### config.mk
export PLATFORM = sky130hd
export DESIGN_NAME = fclr_lane
export DESIGN_NICKNAME = d
export VERILOG_FILES = /design/src/design/fclr_pkg.sv /design/src/design/fclr_lane.sv
export SDC_FILE = /design/constraint.sdc
export NUM_CORES = 1
export LEC_CHECK = 0
export BUFFER_PORTS_ARGS = -buffer_cell sky130_fd_sc_hd__buf_2
export CAP_MARGIN = 20
export CORE_ASPECT_RATIO = 1.5
export CORE_MARGIN = 2
export CORE_UTILIZATION = 37
export CTS_BUF_LIST = sky130_fd_sc_hd__clkbuf_2 sky130_fd_sc_hd__clkbuf_4 sky130_fd_sc_hd__clkbuf_8
export DETAILED_ROUTE_END_ITERATION = 6
export PLACE_DENSITY_LB_ADDON = 0.3
export SLEW_MARGIN = 20
export SYNTH_ARGS = -nofsm -noshare
export SYNTH_HDL_FRONTEND = slang
export SYNTH_SLANG_ARGS = --single-unit
### constraint.sdc
create_clock -name clk -period 11.2 [get_ports clk]
set_input_delay 2.8 -clock clk [delete_from_list [all_inputs] [get_ports clk]]
set_output_delay 2.8 -clock clk [all_outputs]
set_load 0.02 [all_outputs]
### src/design/fclr_pkg.sv
// Shared types and constants for the four-channel linear ramp block.
package fclr_pkg;

  localparam int POS_W     = 17;
  localparam int START_W   = 16;
  localparam int LEN_W     = 24;
  localparam int ELAPSED_W = 25;
  localparam int OUT_SLOTS = 4;

  typedef enum logic {
    CMD_START = 1'b0,
    CMD_TICK  = 1'b1
  } cmd_t;

  // Command broadcast from the top level to every lane.
  typedef struct packed {
    logic                       go;
    cmd_t                       cmd;
    logic signed [START_W-1:0]  start_position;
    logic signed [START_W-1:0]  end_position;
    logic signed [LEN_W-1:0]    ramp_length;
    logic signed [LEN_W-1:0]    tick_step;
  } lane_cmd_t;

  // Status a lane reports back to the merge stage.
  typedef struct packed {
    logic                     busy;
    logic                     active;
    logic signed [POS_W-1:0]  position;
  } lane_stat_t;

endpackage

### src/design/fclr_lane.sv
// One ramp channel: state, saturating time update, serial divider and multiply.
module fclr_lane #(
  parameter int FRACTION_BITS = 16
) (
  input  logic                 clk,
  input  logic                 rst_n,
  input  fclr_pkg::lane_cmd_t  cmd_i,
  input  logic                 sel_i,
  output fclr_pkg::lane_stat_t stat_o
);

  localparam int CW = (FRACTION_BITS > 1) ? $clog2(FRACTION_BITS) : 1;
  localparam int PW = FRACTION_BITS + 18;
  localparam int EW = fclr_pkg::ELAPSED_W;
  localparam int LW = fclr_pkg::LEN_W;
  localparam int XW = fclr_pkg::POS_W;
  localparam int SW = fclr_pkg::START_W;

  typedef enum logic [1:0] {L_IDLE, L_DIV, L_MUL, L_ADD} lane_st_t;

  lane_st_t                   state_r;
  logic signed [EW-1:0]       elapsed_r;
  logic [LW-1:0]              len_r;
  logic signed [SW-1:0]       start_r;
  logic signed [XW-1:0]       delta_r;
  logic signed [XW-1:0]       pos_r;
  logic [EW-1:0]              rem_r;
  logic [FRACTION_BITS-1:0]   q_r;
  logic [CW-1:0]              cnt_r;
  logic signed [PW-1:0]       prod_r;

  logic signed [EW:0]         t_sum;
  logic signed [EW-1:0]       t_sat;
  logic [EW-1:0]              rem2;
  logic                       ge;
  logic signed [EW-1:0]       len_s;

  always_comb begin
    t_sum = {elapsed_r[EW-1], elapsed_r} + (EW+1)'(cmd_i.tick_step);
    if (t_sum > $signed({2'b00, {(EW-1){1'b1}}})) begin
      t_sat = {1'b0, {(EW-1){1'b1}}};
    end else if (t_sum < $signed({2'b11, {(EW-1){1'b0}}})) begin
      t_sat = {1'b1, {(EW-1){1'b0}}};
    end else begin
      t_sat = t_sum[EW-1:0];
    end
    len_s = $signed({1'b0, len_r});
    rem2  = {rem_r[EW-2:0], 1'b0};
    ge    = (rem2 >= {1'b0, len_r});
  end

  always_ff @(posedge clk) begin
    if (!rst_n) begin
      state_r   <= L_IDLE;
      elapsed_r <= '0;
      len_r     <= '0;
      start_r   <= '0;
      delta_r   <= '0;
      pos_r     <= '0;
    end else begin
      unique case (state_r)
        L_IDLE: begin
          if (cmd_i.go) begin
            if (cmd_i.cmd == fclr_pkg::CMD_START) begin
              if (sel_i) begin
                elapsed_r <= '0;
                if (cmd_i.ramp_length > 0) begin
                  len_r   <= cmd_i.ramp_length;
                  start_r <= cmd_i.start_position;
                  delta_r <= XW'(cmd_i.end_position) - XW'(cmd_i.start_position);
                end else begin
                  len_r <= '0;
                end
                pos_r <= XW'(cmd_i.start_position);
              end
            end else if (len_r != '0) begin
              elapsed_r <= t_sat;
              if (t_sat <= 0) begin
                pos_r <= XW'(start_r);
              end else if (t_sat < len_s) begin
                rem_r   <= t_sat;
                q_r     <= '0;
                cnt_r   <= '0;
                state_r <= L_DIV;
              end else begin
                len_r <= '0;
                pos_r <= XW'(start_r) + delta_r;
              end
            end
          end
        end
        L_DIV: begin
          rem_r <= ge ? rem2 - {1'b0, len_r} : rem2;
          q_r   <= {q_r[FRACTION_BITS-2:0], ge};
          cnt_r <= cnt_r + CW'(1);
          if (cnt_r == CW'(FRACTION_BITS-1)) state_r <= L_MUL;
        end
        L_MUL: begin
          prod_r  <= PW'($signed({1'b0, q_r}) * delta_r);
          state_r <= L_ADD;
        end
        L_ADD: begin
          // arithmetic shift of the product: floor toward minus infinity
          pos_r   <= XW'(start_r) + prod_r[FRACTION_BITS+XW-1:FRACTION_BITS];
          state_r <= L_IDLE;
        end
        default: state_r <= L_IDLE;
      endcase
    end
  end

  assign stat_o.busy     = (state_r != L_IDLE);
  assign stat_o.active   = (len_r != '0);
  assign stat_o.position = pos_r;

endmodule

Word level (Yosys, flattened, before mapping)
Index checks and enable logic that the tools add are counted.
Widths: inputs -> output; s select.
{ "word_totals": {"inputBits": 85, "reg_bits": 178, "out_inout_bits": 19, "word_cells": 97} }
{ "classes": {"muxes": 44, "addsub": 6, "order_cmp": 6, "n_eq_ne": 16, "multipliers": 1, "bitwise": 1, "n_reduce_logical": 13} }
{ "op_table": {"columns": ["op", "n"], "rows": [
  ["$mux 24", 12],
  ["$mux 25", 5],
  ["$mux 17", 6],
  ["$mux 16", 5],
  ["$pmux 24 s2", 1],
  ["$pmux 17 s2", 1],
  ["$mul 17x17->33", 1],
  ["$pmux 16 s2", 1],
  ["$add 25x24->26", 1],
  ["$gt 26x25->1 const B", 1],
  ["$lt 26x25->1 const B", 1],
  ["$ge 25x24->1", 1],
  ["$le 25x1->1 const B", 1],
  ["$lt 25x25->1", 1],
  ["$gt 24x1->1 const B", 1],
  ["$reduce_bool 24->1", 1],
  ["$sub 24x24->24", 1],
  ["$mux 4", 5],
  ["$add 16x17->17", 1],
  ["$add 17x17->17", 1],
  ["$sub 16x16->17", 1],
  ["$ne 2x2->1 const B", 8],
  ["$mux 2", 6],
  ["$reduce_and 6->1", 2],
  ["other kinds (16)", 22]
]} }

Longest topological paths before layout
Gate-level depths: netlist of the first run.
{ "depth": {"word_depth": 11, "depth_mapped": 26, "depth_no_buf": 25} }

Worst setup path after synthesis of the first run
No wires, ideal clock.
{ "synth_path": {"path_type": "input -> register", "from": "input cmd_i[0] (netlist bit)", "to": "register cnt_r[0], enable pin", "slack_ns": 1.561, "required_ns": 10.740, "setup_ns": 0.460, "path_stages": 22, "path_buffers": 1, "t_arrival_ns": 9.179, "path_cell_list": "ha_1 > fa_1 > a211oi_1 > o21ai_2 > nand2_1 > o311ai_4 > a2111oi_0 > and3b_1 > clkbuf_1 > nand2_1 > o21ai_0 > ha_1 > a21o_1 > a21oi_1 > o21ai_0 > nand2_1 > o21ai_0 > a211o_1 > o311ai_1 > a211oi_2 > or3_1 > a21oi_1"} }
{ "synth_between": {"elab_chain_len": 7, "word_cells_on_any_way": 10, "classes_between": "1 x add/sub; 4 x order compare; 2 x eq/ne; 2 x mux; 1 x reduce/logical"} }
{ "synth_rtl": {"columns": ["item", "line", "text"], "rows": [
  ["from (decl)", "fclr_lane.sv:7", "input fclr_pkg::lane_cmd_t cmd_i,"],
  ["$add 25x24->26 (*)", "fclr_lane.sv:39", "t_sum = {elapsed_r[EW-1], elapsed_r} + (EW+1)'(cmd_i.tick_step);"],
  ["$lt 26x25->1", "fclr_lane.sv:42", "end else if (t_sum < $signed({2'b11, {(EW-1){1'b0}}})) begin"],
  ["$mux 25", "fclr_lane.sv:42", null],
  ["$mux 25 (*)", "fclr_lane.sv:40", "if (t_sum > $signed({2'b00, {(EW-1){1'b1}}})) begin"],
  ["$lt 25x25->1 / $le 25x1->1 (equally long branches)", "fclr_lane.sv:80, fclr_lane.sv:78", null],
  ["$ne 2x2->1 (no source line)", null, null],
  ["$reduce_and 7->1 (no source line) (*)", null, null],
  ["to (signal assigned)", "fclr_lane.sv:95", "cnt_r <= cnt_r + CW'(1);"],
  ["to (decl)", "fclr_lane.sv:29", "logic [CW-1:0] cnt_r;"]
]} }
Every way passes the cells marked *; elsewhere a longest branch is shown, timed or not.
A chain may end at the register's enable or synchronous reset.

Worst setup path in the final report of the first run
{ "layout_path": {"from": "input cmd_i[0] (netlist bit)", "to": "register rem_r[13], enable pin"} }
{ "layout_between": {"elab_chain_len": 7, "word_cells_on_any_way": 10, "classes_between": "1 x add/sub; 4 x order compare; 2 x eq/ne; 2 x mux; 1 x reduce/logical"} }
{ "layout_rtl": {"columns": ["item", "line", "text"], "rows": [
  ["$add 25x24->26 (*)", "fclr_lane.sv:39", null],
  ["$lt 26x25->1", "fclr_lane.sv:42", null],
  ["$mux 25", "fclr_lane.sv:42", null],
  ["$mux 25 (*)", "fclr_lane.sv:40", null],
  ["$lt 25x25->1 / $le 25x1->1 (equally long branches)", "fclr_lane.sv:80, fclr_lane.sv:78", null],
  ["$ne 2x2->1 (no source line)", null, null],
  ["$reduce_and 7->1 (no source line) (*)", null, null],
  ["to (signal assigned)", "fclr_lane.sv:81", "rem_r <= t_sat;"],
  ["to (signal assigned)", "fclr_lane.sv:93", "rem_r <= ge ? rem2 - {1'b0, len_r} : rem2;"],
  ["to (decl)", "fclr_lane.sv:27", "logic [EW-1:0] rem_r;"]
]} }
Marks and branches as above.

==> metrics.txt, run 1 <==
# TYPE chip_impl_metric gauge
chip_impl_info{name="outcome",value="finished, final reports clean"} 1
chip_impl_info{name="cts.root.buffer_cell",value="sky130_fd_sc_hd__clkbuf_8"} 1
chip_impl_metric{name="multi_input_comb_area",unit="um^2"} 15300
chip_impl_metric{name="global_route.usage.total",unit="%"} 23.1
chip_impl_metric{name="design.die.area",unit="um^2"} 58100
chip_impl_metric{name="timing.max_slew.rel_slack",unit="%"} 23.5
chip_impl_metric{name="cts-htree-levels",unit=""} 4
chip_impl_metric{name="r2r_worst_path_depth",unit=""} 24
chip_impl_metric{name="post_synth_xor_area_fraction",unit="%"} 3.92
chip_impl_metric{name="cellLeakagePower",unit="nW"} 10.6
chip_impl_metric{name="total_number_of_cells_along_the_worst_setup_path",unit=""} 22
chip_impl_metric{name="layout-area-overhead-vs-synth",unit="%"} 7.26
chip_impl_metric{name="detailed_place_hpwl",unit="um"} 52800
chip_impl_metric{name="clock-skew-final",unit="ns"} 0.0261
chip_impl_metric{name="ctsResizeCount",unit=""} 0
chip_impl_info{name="synth_area_leaders",value="sky130_fd_sc_hd__fa_1 21%, sky130_fd_sc_hd__ha_1 15%, sky130_fd_sc_hd__dfxtp_1 9.7%, sky130_fd_sc_hd__edfxtp_1 8.8%, sky130_fd_sc_hd__inv_1 5.9%"} 1
chip_impl_metric{name="adder_and_majority_cell_fraction_of_the_synthesized_area",unit="%"} 35.8
chip_impl_metric{name="post_drt_via_cell_ratio",unit=""} 5.53
chip_impl_info{name="synth_area_leader_cell",value="sky130_fd_sc_hd__fa_1"} 1
chip_impl_metric{name="holdBufCountCts",unit=""} 0
chip_impl_metric{name="first_global_vias",unit=""} 18410
chip_impl_info{name="worstPathCellList",value="buf_2 -> ha_1 -> fa_1 -> a211oi_1 -> o21ai_2 -> nand2_1 -> o311ai_4 -> a2111oi_0 -> and3b_1 -> nor2_1 -> o21ai_0 -> ha_1 -> a21o_1 -> a21oi_1 -> o21ai_0 -> a31oi_1 -> nor2b_1 -> o311ai_1 -> a211oi_2 -> or3_1 -> a21oi_4 -> buf_4"} 1
chip_impl_metric{name="core.rowCount",unit=""} 106
chip_impl_metric{name="worst_skew_pair.late_latency",unit="ns"} 0.51
chip_impl_metric{name="detail_route.iter0.violations",unit=""} 933
chip_impl_metric{name="grt_start_max_net_pins",unit=""} 65
chip_impl_metric{name="postSynth.asyncResetShare",unit="%"} 0
chip_impl_metric{name="transition_at_the_pin_with_the_smallest_max_transition_slack",unit="ns"} 1.14
chip_impl_info{name="slowest_stage",value="sky130_fd_sc_hd__buf_4"} 1
chip_impl_metric{name="clock-sinks",unit=""} 162
chip_impl_metric{name="boundaryPins",unit=""} 104
chip_impl_info{name="path_delay_family",value="compound AO/OA/AOI/OAI gates"} 1
chip_impl_metric{name="wl_per_cell",unit="um"} 20.8
chip_impl_metric{name="seq_area_frac_synth",unit="%"} 18.6
chip_impl_metric{name="worst_ep_arrival_time",unit="ns"} 8.76
chip_impl_metric{name="ys.warnings.count",unit=""} 0
chip_impl_metric{name="final_antenna_net_count",unit=""} 0
chip_impl_metric{name="synthMuxAreaShare",unit="%"} 1.94
chip_impl_metric{name="wirelength",unit="um"} 65800
chip_impl_metric{name="power.density_cell_area",unit="nW/um^2"} 105
chip_impl_info{name="synthMostInstantiatedCell",value="sky130_fd_sc_hd__inv_1"} 1
chip_impl_metric{name="detail_route.first_pass.iterations",unit=""} 5
chip_impl_metric{name="fraction_of_synthesized_cell_area_taken_by_the_top_area_cell_type",unit="%"} 20.5
chip_impl_metric{name="final_hold_viol_count",unit=""} 0
chip_impl_metric{name="post_synth_and_or_nand_nor_area_fraction",unit="%"} 17.5
chip_impl_info{name="grt_setup_unrepaired",value="false"} 1
chip_impl_metric{name="die_h",unit="um"} 294
chip_impl_metric{name="final_net_count",unit=""} 2981
chip_impl_metric{name="synth_enable_flop_cells",unit=""} 61
chip_impl_metric{name="clk_transition_reported_paths",unit="ns"} 0.10
chip_impl_metric{name="netlist_instances",unit=""} 2403
chip_impl_metric{name="clk_path_buf_depth",unit=""} 2
chip_impl_metric{name="synth_fp_nets",unit=""} 2945
chip_impl_metric{name="globalplace.congestion",unit=""} 0.976
chip_impl_metric{name="fillers",unit=""} 5572
chip_impl_metric{name="place.port_buffers",unit=""} 103
chip_impl_info{name="path_class",value="in2reg"} 1
chip_impl_metric{name="cts_made_buffers",unit=""} 17
chip_impl_metric{name="worst_ir_drop_vdd",unit="uV"} 69.0
chip_impl_metric{name="first_pass_grt_wire_length",unit="um"} 102000
chip_impl_metric{name="die-width",unit="um"} 197
chip_impl_metric{name="timing.critical_path.buf_inv",unit=""} 2
chip_impl_metric{name="synth_compound_gate_area_share",unit="%"} 14.5
chip_impl_metric{name="antenna_found_initial",unit=""} 1
chip_impl_metric{name="coreArea",unit="um^2"} 55600
chip_impl_info{name="clock_tree_from_tritoncts",value="yes"} 1
chip_impl_metric{name="cp_max_fo",unit=""} 44
chip_impl_metric{name="totalNegativeSetupSlack",unit="ns"} 0
chip_impl_metric{name="detail_route.drc_violations",unit=""} 0
chip_impl_metric{name="timing.final.max_slew_violations",unit=""} 0
chip_impl_metric{name="fmax",unit="MHz"} 116
chip_impl_metric{name="cp_slowest_stage_delay",unit="ns"} 0.52
chip_impl_metric{name="worst_ep_required_time",unit="ns"} 11.33
chip_impl_info{name="synth_common_cells",value="326 x sky130_fd_sc_hd__inv_1, 287 x sky130_fd_sc_hd__nand2_1, 244 x sky130_fd_sc_hd__ha_1"} 1
chip_impl_info{name="combinational_family_with_the_most_area_after_synthesis",value="adder cells"} 1
chip_impl_metric{name="syn_area_per_cell",unit="um^2"} 8.64
chip_impl_metric{name="final_layout_size_suffix_gt1_share",unit="%"} 7.46
chip_impl_metric{name="timing.hold.worst_path_depth",unit=""} 1
chip_impl_metric{name="max_cap_viol_count",unit=""} 0
chip_impl_info{name="critical_path.startpoint_type",value="input port"} 1
chip_impl_metric{name="ys_types",unit=""} 79
chip_impl_metric{name="syn-cell-area",unit="um^2"} 20800
chip_impl_metric{name="start_util",unit="%"} 37.4
chip_impl_metric{name="post-route-min-period",unit="ns"} 8.63
chip_impl_info{name="worst_setup_path_end_kind",value="flop"} 1
chip_impl_metric{name="final_period_utilization",unit="%"} 77.1
chip_impl_metric{name="num_vias",unit=""} 17465
chip_impl_metric{name="cts_setup_buffers",unit=""} 0
chip_impl_metric{name="fin_area",unit="um^2"} 22300
chip_impl_metric{name="layout.area.seq",unit="um^2"} 3850
chip_impl_info{name="hold_class",value="reg2reg"} 1
chip_impl_metric{name="dpl_cell_area",unit="um^2"} 21900
chip_impl_metric{name="gr-total-overflow",unit=""} 0
chip_impl_info{name="synth_ff_type",value="sky130_fd_sc_hd__dfxtp_1"} 1
chip_impl_metric{name="ys_ff_latch",unit=""} 162
chip_impl_metric{name="setup_viol",unit=""} 0
==> flip-flops by register name (all words and copies together) (netlist names) <==
| signal | flops |
|---|---|
| delta_r | 17 |
| q_r | 16 |
| elapsed_r | 25 |
| len_r | 24 |
| state_r | 2 |
| start_r | 16 |
| pos_r | 17 |
| prod_r | 17 |
| cnt_r | 4 |
| rem_r | 24 |
==> stage by stage <==
| step | util (%) | setup slack, ns | power [mW] | instances | hold slack [ns] |
|---|---|---|---|---|---|
| 6_report | 40.1 | 2.57 | 2.34 | 3157 | 0.512 |
| 5_1_grt | 40.1 | 2.30 | 2.49 | 3155 | 0.534 |
| 4_1_cts | 40.1 | 2.70 | 2.34 | 3154 | 0.512 |
| 3_5_place_dp | 39.4 | 2.19 | 1.91 | 3122 | 0.497 |
| 3_3_place_gp | 39.4 | 2.33 | 1.89 | 3122 | 0.487 |
| 2_1_floorplan | - | 1.56 | 1.53 | 2403 | 0.440 |
==> routing by layer <==
layer  global-route usage, %  routed length [um]  up-vias
met5                       0                   0        -
met3                    1.99                2300      164
li1                        -                   -     8133
met4                    13.1                3950        0
met2                    44.6               35800      488
met1                    24.2               23800     8680
==> area by class of cell <==
class,count,share of cell area [%]
multi-input combinational,1813,68.7
sequential,162,17.3
inverter,326,5.49
tap,702,3.94
timing repair buffer,119,2.85
clock buffer,19,1.12
clock inverter,13,0.533
antenna,3,0.0337
==> layout by cell type, fill, tap and decap left out, drive strengths merged, types with 9 or more instances in the layout <==
master,n
xor2,31
and2,134
o211ai,9
a211oi,13
nand4,22
a22oi,23
buf,119
dfxtp,101
nand2,287
xnor2,62
inv,334
mux2i,38
nor4,18
clkbuf,19
or3,12
a31oi,25
a22o,24
edfxtp,61
and3,12
fa,213
nand2b,25
a21oi,136
o21a,12
nand3,35
o21ai,89
maj3,11
nor2,128
a211o,18
nor2b,21
nor3,36
o21bai,10
ha,244
a21o,40
==> worst reg2reg max path, stage by stage, from the launching register on <==
cell and delay [ns]:
sky130_fd_sc_hd__edfxtp_1 0.98, sky130_fd_sc_hd__nand2_1 0.19, sky130_fd_sc_hd__fa_1 0.58, sky130_fd_sc_hd__inv_1 0.06
sky130_fd_sc_hd__fa_1 0.53, sky130_fd_sc_hd__inv_1 0.05, sky130_fd_sc_hd__fa_1 0.49, sky130_fd_sc_hd__inv_1 0.05
sky130_fd_sc_hd__fa_1 0.47, sky130_fd_sc_hd__inv_1 0.06, sky130_fd_sc_hd__fa_1 0.55, sky130_fd_sc_hd__inv_1 0.06
sky130_fd_sc_hd__fa_1 0.47, sky130_fd_sc_hd__ha_1 0.36, sky130_fd_sc_hd__and3_1 0.21, sky130_fd_sc_hd__nand3_1 0.12
sky130_fd_sc_hd__o211ai_1 0.15, sky130_fd_sc_hd__o31ai_2 0.37, sky130_fd_sc_hd__a31oi_1 0.29, sky130_fd_sc_hd__a31oi_1 0.29
sky130_fd_sc_hd__nor2_1 0.12, sky130_fd_sc_hd__or4_1 0.44, sky130_fd_sc_hd__a31o_2 0.28, sky130_fd_sc_hd__a21oi_2 0.14
sky130_fd_sc_hd__xnor2_1 0.07
==> final timing paths <==
check | start | to | slack (ns)
hold reg to reg | len_r[23]$_SDFFE_PN0P_ | len_r[23]$_SDFFE_PN0P_ | 0.51
setup / recovery | cmd_i[0] | rem_r[13]$_DFFE_PP_ | 2.57
setup reg to reg | q_r[8]$_SDFFCE_PP0P_ | prod_r[32]$_DFFE_PP_ | 3.60
hold / removal | len_r[23]$_SDFFE_PN0P_ | len_r[23]$_SDFFE_PN0P_ | 0.51
==> kinds of logic after synthesis <==
kind of cell               count (synthesis)
muxes                                     40
adders and majority gates                468
and+or+nand+nor                          755
xor gates and xnor gates                  93
buffers and inverters                    428
DFF                                      162
AOI/OAI and AO/OA                        457
==> power by group <==
| part | switching [mW] | internal (mW) | leakage, nW |
|---|---|---|---|
| Combinational | 0.701 | 0.413 | 9.07 |
| Clock | 0.264 | 0.167 | 0.190 |
| Sequential | 0.0963 | 0.695 | 1.38 |
| Total | 1.06 | 1.27 | 10.6 |
(Power assumes the default switching activity.)
==> inputs of run 2 (changes only) <==
--- a/config.mk
+++ b/config.mk
@@ -5,6 +5,7 @@
 export SDC_FILE = /design/constraint.sdc
 export NUM_CORES = 1
 export LEC_CHECK = 0
+export ABC_AREA = 1
 export BUFFER_PORTS_ARGS = -buffer_cell sky130_fd_sc_hd__buf_2
 export CAP_MARGIN = 20
 export CORE_ASPECT_RATIO = 1.5
==> constraint.sdc (replaced) <==
create_clock -name clk -period 7.6 [get_ports clk]
set_input_delay 1.9 -clock clk [delete_from_list [all_inputs] [get_ports clk]]
set_output_delay 1.9 -clock clk [all_outputs]
set_load 0.02 [all_outputs]
==> metrics.txt, run 2 <==
# TYPE chip_impl_metric gauge
chip_impl_metric{name="first_pass_grt_wire_length",unit="um"} 106000
chip_impl_metric{name="synth_fp_nets",unit=""} 3435
chip_impl_info{name="leading_registers_by_flop_count",value="elapsed_r: 25 flops, len_r: 24 flops, rem_r: 24 flops"} 1
chip_impl_metric{name="clk_path_buf_depth",unit=""} 2
chip_impl_info{name="hold_class",value="reg2reg"} 1
chip_impl_metric{name="detail_route.drc_violations",unit=""} 0
chip_impl_metric{name="core.rowCount",unit=""} 108
chip_impl_info{name="synth_area_leader_cell",value="sky130_fd_sc_hd__fa_1"} 1
chip_impl_metric{name="design.die.area",unit="um^2"} 60200
chip_impl_metric{name="cp_max_fo",unit=""} 11
chip_impl_metric{name="setup_viol",unit=""} 0
chip_impl_metric{name="fillers",unit=""} 6122
chip_impl_metric{name="place.port_buffers",unit=""} 103
chip_impl_metric{name="gr-total-overflow",unit=""} 0
chip_impl_metric{name="detail_route.first_pass.iterations",unit=""} 5
chip_impl_metric{name="combPwrFrac",unit="%"} 53.2
chip_impl_metric{name="worst_ep_arrival_time",unit="ns"} 6.99
chip_impl_metric{name="clk_transition_reported_paths",unit="ns"} 0.11
chip_impl_metric{name="final_net_count",unit=""} 3477
chip_impl_info{name="clock_tree_from_tritoncts",value="yes"} 1
chip_impl_metric{name="internal-power",unit="mW"} 2.14
chip_impl_metric{name="timing.max_slew.rel_slack",unit="%"} 42.9
chip_impl_metric{name="global_route.usage.total",unit="%"} 22.7
chip_impl_metric{name="final_period_utilization",unit="%"} 88.3
chip_impl_info{name="synth_common_cells",value="750 x sky130_fd_sc_hd__nand2_1, 535 x sky130_fd_sc_hd__inv_1, 244 x sky130_fd_sc_hd__ha_1"} 1
chip_impl_metric{name="post_synth_xor_area_fraction",unit="%"} 4.11
chip_impl_metric{name="detailedPlace.worstSlack",unit="ns"} 0.893
chip_impl_metric{name="worst_skew_pair.late_latency",unit="ns"} 0.53
chip_impl_metric{name="layout-area-overhead-vs-synth",unit="%"} 8.01
chip_impl_metric{name="globalplace.congestion",unit=""} 1.02
chip_impl_metric{name="transition_at_the_pin_with_the_smallest_max_transition_slack",unit="ns"} 0.856
chip_impl_metric{name="worst_ep_required_time",unit="ns"} 7.88
chip_impl_metric{name="power_switching",unit="mW"} 2.09
chip_impl_metric{name="boundaryPins",unit=""} 104
chip_impl_info{name="largest_register",value="elapsed_r"} 1
chip_impl_metric{name="clock-skew-final",unit="ns"} 0.0306
chip_impl_metric{name="syn-cell-area",unit="um^2"} 21500
chip_impl_metric{name="first_global_vias",unit=""} 19781
chip_impl_metric{name="synth_compound_gate_area_share",unit="%"} 10.8
chip_impl_metric{name="largest_register_ffs",unit=""} 25
chip_impl_metric{name="p_seq_share",unit="%"} 29.6
chip_impl_metric{name="netlist_instances",unit=""} 2893
chip_impl_metric{name="worst_ir_drop_vdd",unit="uV"} 131
chip_impl_metric{name="ys_ff_latch",unit=""} 162
chip_impl_metric{name="clock-sinks",unit=""} 162
chip_impl_metric{name="cellLeakagePower",unit="nW"} 12.4
chip_impl_info{name="critical_path.startpoint_type",value="flop"} 1
chip_impl_metric{name="final_layout_size_suffix_gt1_share",unit="%"} 8.68
chip_impl_metric{name="grt_start_max_net_pins",unit=""} 45
chip_impl_info{name="worst_setup_path_end_kind",value="flop"} 1
chip_impl_metric{name="max_cap_viol_count",unit=""} 0
chip_impl_metric{name="ys_types",unit=""} 52
chip_impl_metric{name="final_hold_viol_count",unit=""} 0
chip_impl_metric{name="p_sw_share",unit="%"} 49.4
chip_impl_info{name="path_class",value="reg2reg"} 1
chip_impl_metric{name="cts_made_buffers",unit=""} 17
chip_impl_info{name="synth_ff_type",value="sky130_fd_sc_hd__dfxtp_1"} 1
chip_impl_metric{name="seq_area_frac_synth",unit="%"} 17.9
chip_impl_metric{name="totalNegativeSetupSlack",unit="ns"} 0
chip_impl_metric{name="finalWorstSetupSlack",unit="ns"} 0.891
chip_impl_metric{name="adder_and_majority_cell_fraction_of_the_synthesized_area",unit="%"} 34.0
chip_impl_metric{name="start_util",unit="%"} 37.3
chip_impl_info{name="most_common_library_cell_in_the_layout_ignoring_fill_and_taps",value="sky130_fd_sc_hd__nand2_1"} 1
chip_impl_metric{name="fmax",unit="MHz"} 149
chip_impl_metric{name="detailed_place_hpwl",unit="um"} 55000
chip_impl_metric{name="detail_route.iter0.violations",unit=""} 1140
chip_impl_metric{name="post_drt_via_cell_ratio",unit=""} 5.04
chip_impl_metric{name="holdBufCountCts",unit=""} 0
chip_impl_info{name="synth_area_leaders",value="sky130_fd_sc_hd__fa_1 20%, sky130_fd_sc_hd__ha_1 14%, sky130_fd_sc_hd__nand2_1 13%, sky130_fd_sc_hd__dfxtp_1 9.4%, sky130_fd_sc_hd__inv_1 9.3%"} 1
chip_impl_info{name="synthMostInstantiatedCell",value="sky130_fd_sc_hd__nand2_1"} 1
chip_impl_metric{name="timing.final.max_slew_violations",unit=""} 0
chip_impl_metric{name="power.density_cell_area",unit="nW/um^2"} 182
chip_impl_info{name="layout_common_cells",value="750 x sky130_fd_sc_hd__nand2_1, 535 x sky130_fd_sc_hd__inv_1, 244 x sky130_fd_sc_hd__ha_1"} 1
chip_impl_metric{name="ctsResizeCount",unit=""} 0
chip_impl_metric{name="wirelength",unit="um"} 66800
chip_impl_metric{name="postSynth.asyncResetShare",unit="%"} 0
chip_impl_metric{name="fraction_of_synthesized_cell_area_taken_by_the_top_area_cell_type",unit="%"} 19.8
chip_impl_metric{name="die_h",unit="um"} 299
chip_impl_info{name="grt_setup_unrepaired",value="false"} 1
chip_impl_metric{name="wl_per_cell",unit="um"} 18.0
chip_impl_metric{name="die-width",unit="um"} 201
chip_impl_metric{name="post_synth_and_or_nand_nor_area_fraction",unit="%"} 21.4
chip_impl_metric{name="synthMuxAreaShare",unit="%"} 0
chip_impl_metric{name="final_antenna_net_count",unit=""} 0
chip_impl_metric{name="clkPwrFrac",unit="%"} 17.3
chip_impl_metric{name="multi_input_comb_area",unit="um^2"} 15100
chip_impl_metric{name="post-route-min-period",unit="ns"} 6.71
chip_impl_metric{name="syn_area_per_cell",unit="um^2"} 7.44
chip_impl_metric{name="layout.area.seq",unit="um^2"} 3850
chip_impl_info{name="combinational_family_with_the_most_area_after_synthesis",value="adder cells"} 1
chip_impl_metric{name="cts-htree-levels",unit=""} 4
chip_impl_metric{name="ys.warnings.count",unit=""} 0
chip_impl_metric{name="coreArea",unit="um^2"} 57700
chip_impl_metric{name="synth_enable_flop_cells",unit=""} 61
chip_impl_metric{name="num_vias",unit=""} 18750
chip_impl_info{name="outcome",value="finished, final reports clean"} 1
chip_impl_info{name="cts.root.buffer_cell",value="sky130_fd_sc_hd__clkbuf_8"} 1
chip_impl_metric{name="cts_setup_buffers",unit=""} 0
chip_impl_metric{name="antenna_found_initial",unit=""} 2
-- run 2: changes by cell type after synthesis, moves of 25 or more --
| cell | change |
|---|---|
| sky130_fd_sc_hd__nand2b_1 | -25 |
| sky130_fd_sc_hd__xor2_1 | +29 |
| sky130_fd_sc_hd__and2_1 | -133 |
| sky130_fd_sc_hd__a21oi_1 | +103 |
| sky130_fd_sc_hd__inv_1 | +209 |
| sky130_fd_sc_hd__nand2_1 | +463 |
| sky130_fd_sc_hd__nand3_1 | +59 |
| sky130_fd_sc_hd__a21o_1 | -34 |
| sky130_fd_sc_hd__mux2i_1 | -38 |
-- run 2: power groups by stage --
stage / logic (mW) / registers [mW] / clock network, mW
2_1_floorplan: 1.60 / 1.21 / 0
3_3_place_gp: 2.24 / 1.27 / 0
3_5_place_dp: 2.25 / 1.27 / 0
4_1_cts: 2.26 / 1.25 / 0.742
5_1_grt: 2.55 / 1.27 / 0.773
6_report: 2.25 / 1.25 / 0.731
-- run 2: final cells by class --
class	count	area share [%]
Antenna cell	3	0.0323
Clock buffer	17	1.01
Clock inverter	15	0.872
Inverter	542	8.75
Multi-Input combinational cell	2069	65.1
Sequential cell	162	16.6
Tap cell	770	4.14
Timing Repair Buffer	143	3.51
-- run 2: worst max-delay path, stage by stage (launching register included) --
cell,delay (ns)
sky130_fd_sc_hd__edfxtp_1,0.77
sky130_fd_sc_hd__buf_4,0.28
sky130_fd_sc_hd__nand2_1,0.09
sky130_fd_sc_hd__fa_1,0.55
sky130_fd_sc_hd__inv_1,0.05
sky130_fd_sc_hd__fa_1,0.53
sky130_fd_sc_hd__inv_1,0.05
sky130_fd_sc_hd__fa_1,0.47
sky130_fd_sc_hd__fa_1,0.49
sky130_fd_sc_hd__inv_1,0.06
sky130_fd_sc_hd__fa_1,0.51
sky130_fd_sc_hd__fa_1,0.45
sky130_fd_sc_hd__ha_1,0.40
sky130_fd_sc_hd__nand2_1,0.16
sky130_fd_sc_hd__o21ai_0,0.39
sky130_fd_sc_hd__a21oi_1,0.12
sky130_fd_sc_hd__o41ai_1,0.12
sky130_fd_sc_hd__a21oi_1,0.23
sky130_fd_sc_hd__o21ai_0,0.33
sky130_fd_sc_hd__nand2_1,0.09
sky130_fd_sc_hd__nand2_1,0.11
sky130_fd_sc_hd__nand2_1,0.06
sky130_fd_sc_hd__nand3_1,0.08
sky130_fd_sc_hd__xor2_1,0.07
-- run 2: logic make-up after synthesis --
kind of cell,after synthesis
buffers and inverters,662
adders and majority gates,457
DFF,162
and+or+nand+nor,1089
xor gates and xnor gates,101
AOI/OAI and AO/OA,422
-- run 2: routing by layer --
layer	vias to the layer above	global-route usage (%)	wire (um)	share of wire, %
met2	399	44.9	36500	55
met5	-	0	25	0.037
met4	4	10.9	3360	5.0
met1	9023	23.5	24800	37
met3	156	2.34	2170	3.3
li1	9168	-	-	-
-- run 2: final timing paths --
| check | end | slack, ns | cells past startpoint | start |
|---|---|---|---|---|
| min reg2reg | elapsed_r[24]$_SDFFE_PN0P_ | 0.48 | 2 | elapsed_r[24]$_SDFFE_PN0P_ |
| max reg2reg | prod_r[32]$_DFFE_PP_ | 0.89 | 23 | q_r[6]$_SDFFCE_PP0P_ |
| min | elapsed_r[24]$_SDFFE_PN0P_ | 0.48 | 2 | elapsed_r[24]$_SDFFE_PN0P_ |
| max | prod_r[32]$_DFFE_PP_ | 0.89 | 23 | q_r[6]$_SDFFCE_PP0P_ |
-- run 2: metrics by stage --
step | std cells | hold WS [ns] | cell area (um^2) | utilization, % | power, mW
after floorplan | 2893 | 0.430 | 21500 | - | 2.81
after global placement | 3686 | 0.459 | 22800 | 39.5 | 3.51
after detailed placement | 3686 | 0.465 | 22800 | 39.5 | 3.52
after CTS | 3718 | 0.481 | 23200 | 40.3 | 4.26
after global routing | 3718 | 0.505 | 23200 | 40.3 | 4.59
final | 3721 | 0.478 | 23300 | 40.3 | 4.23
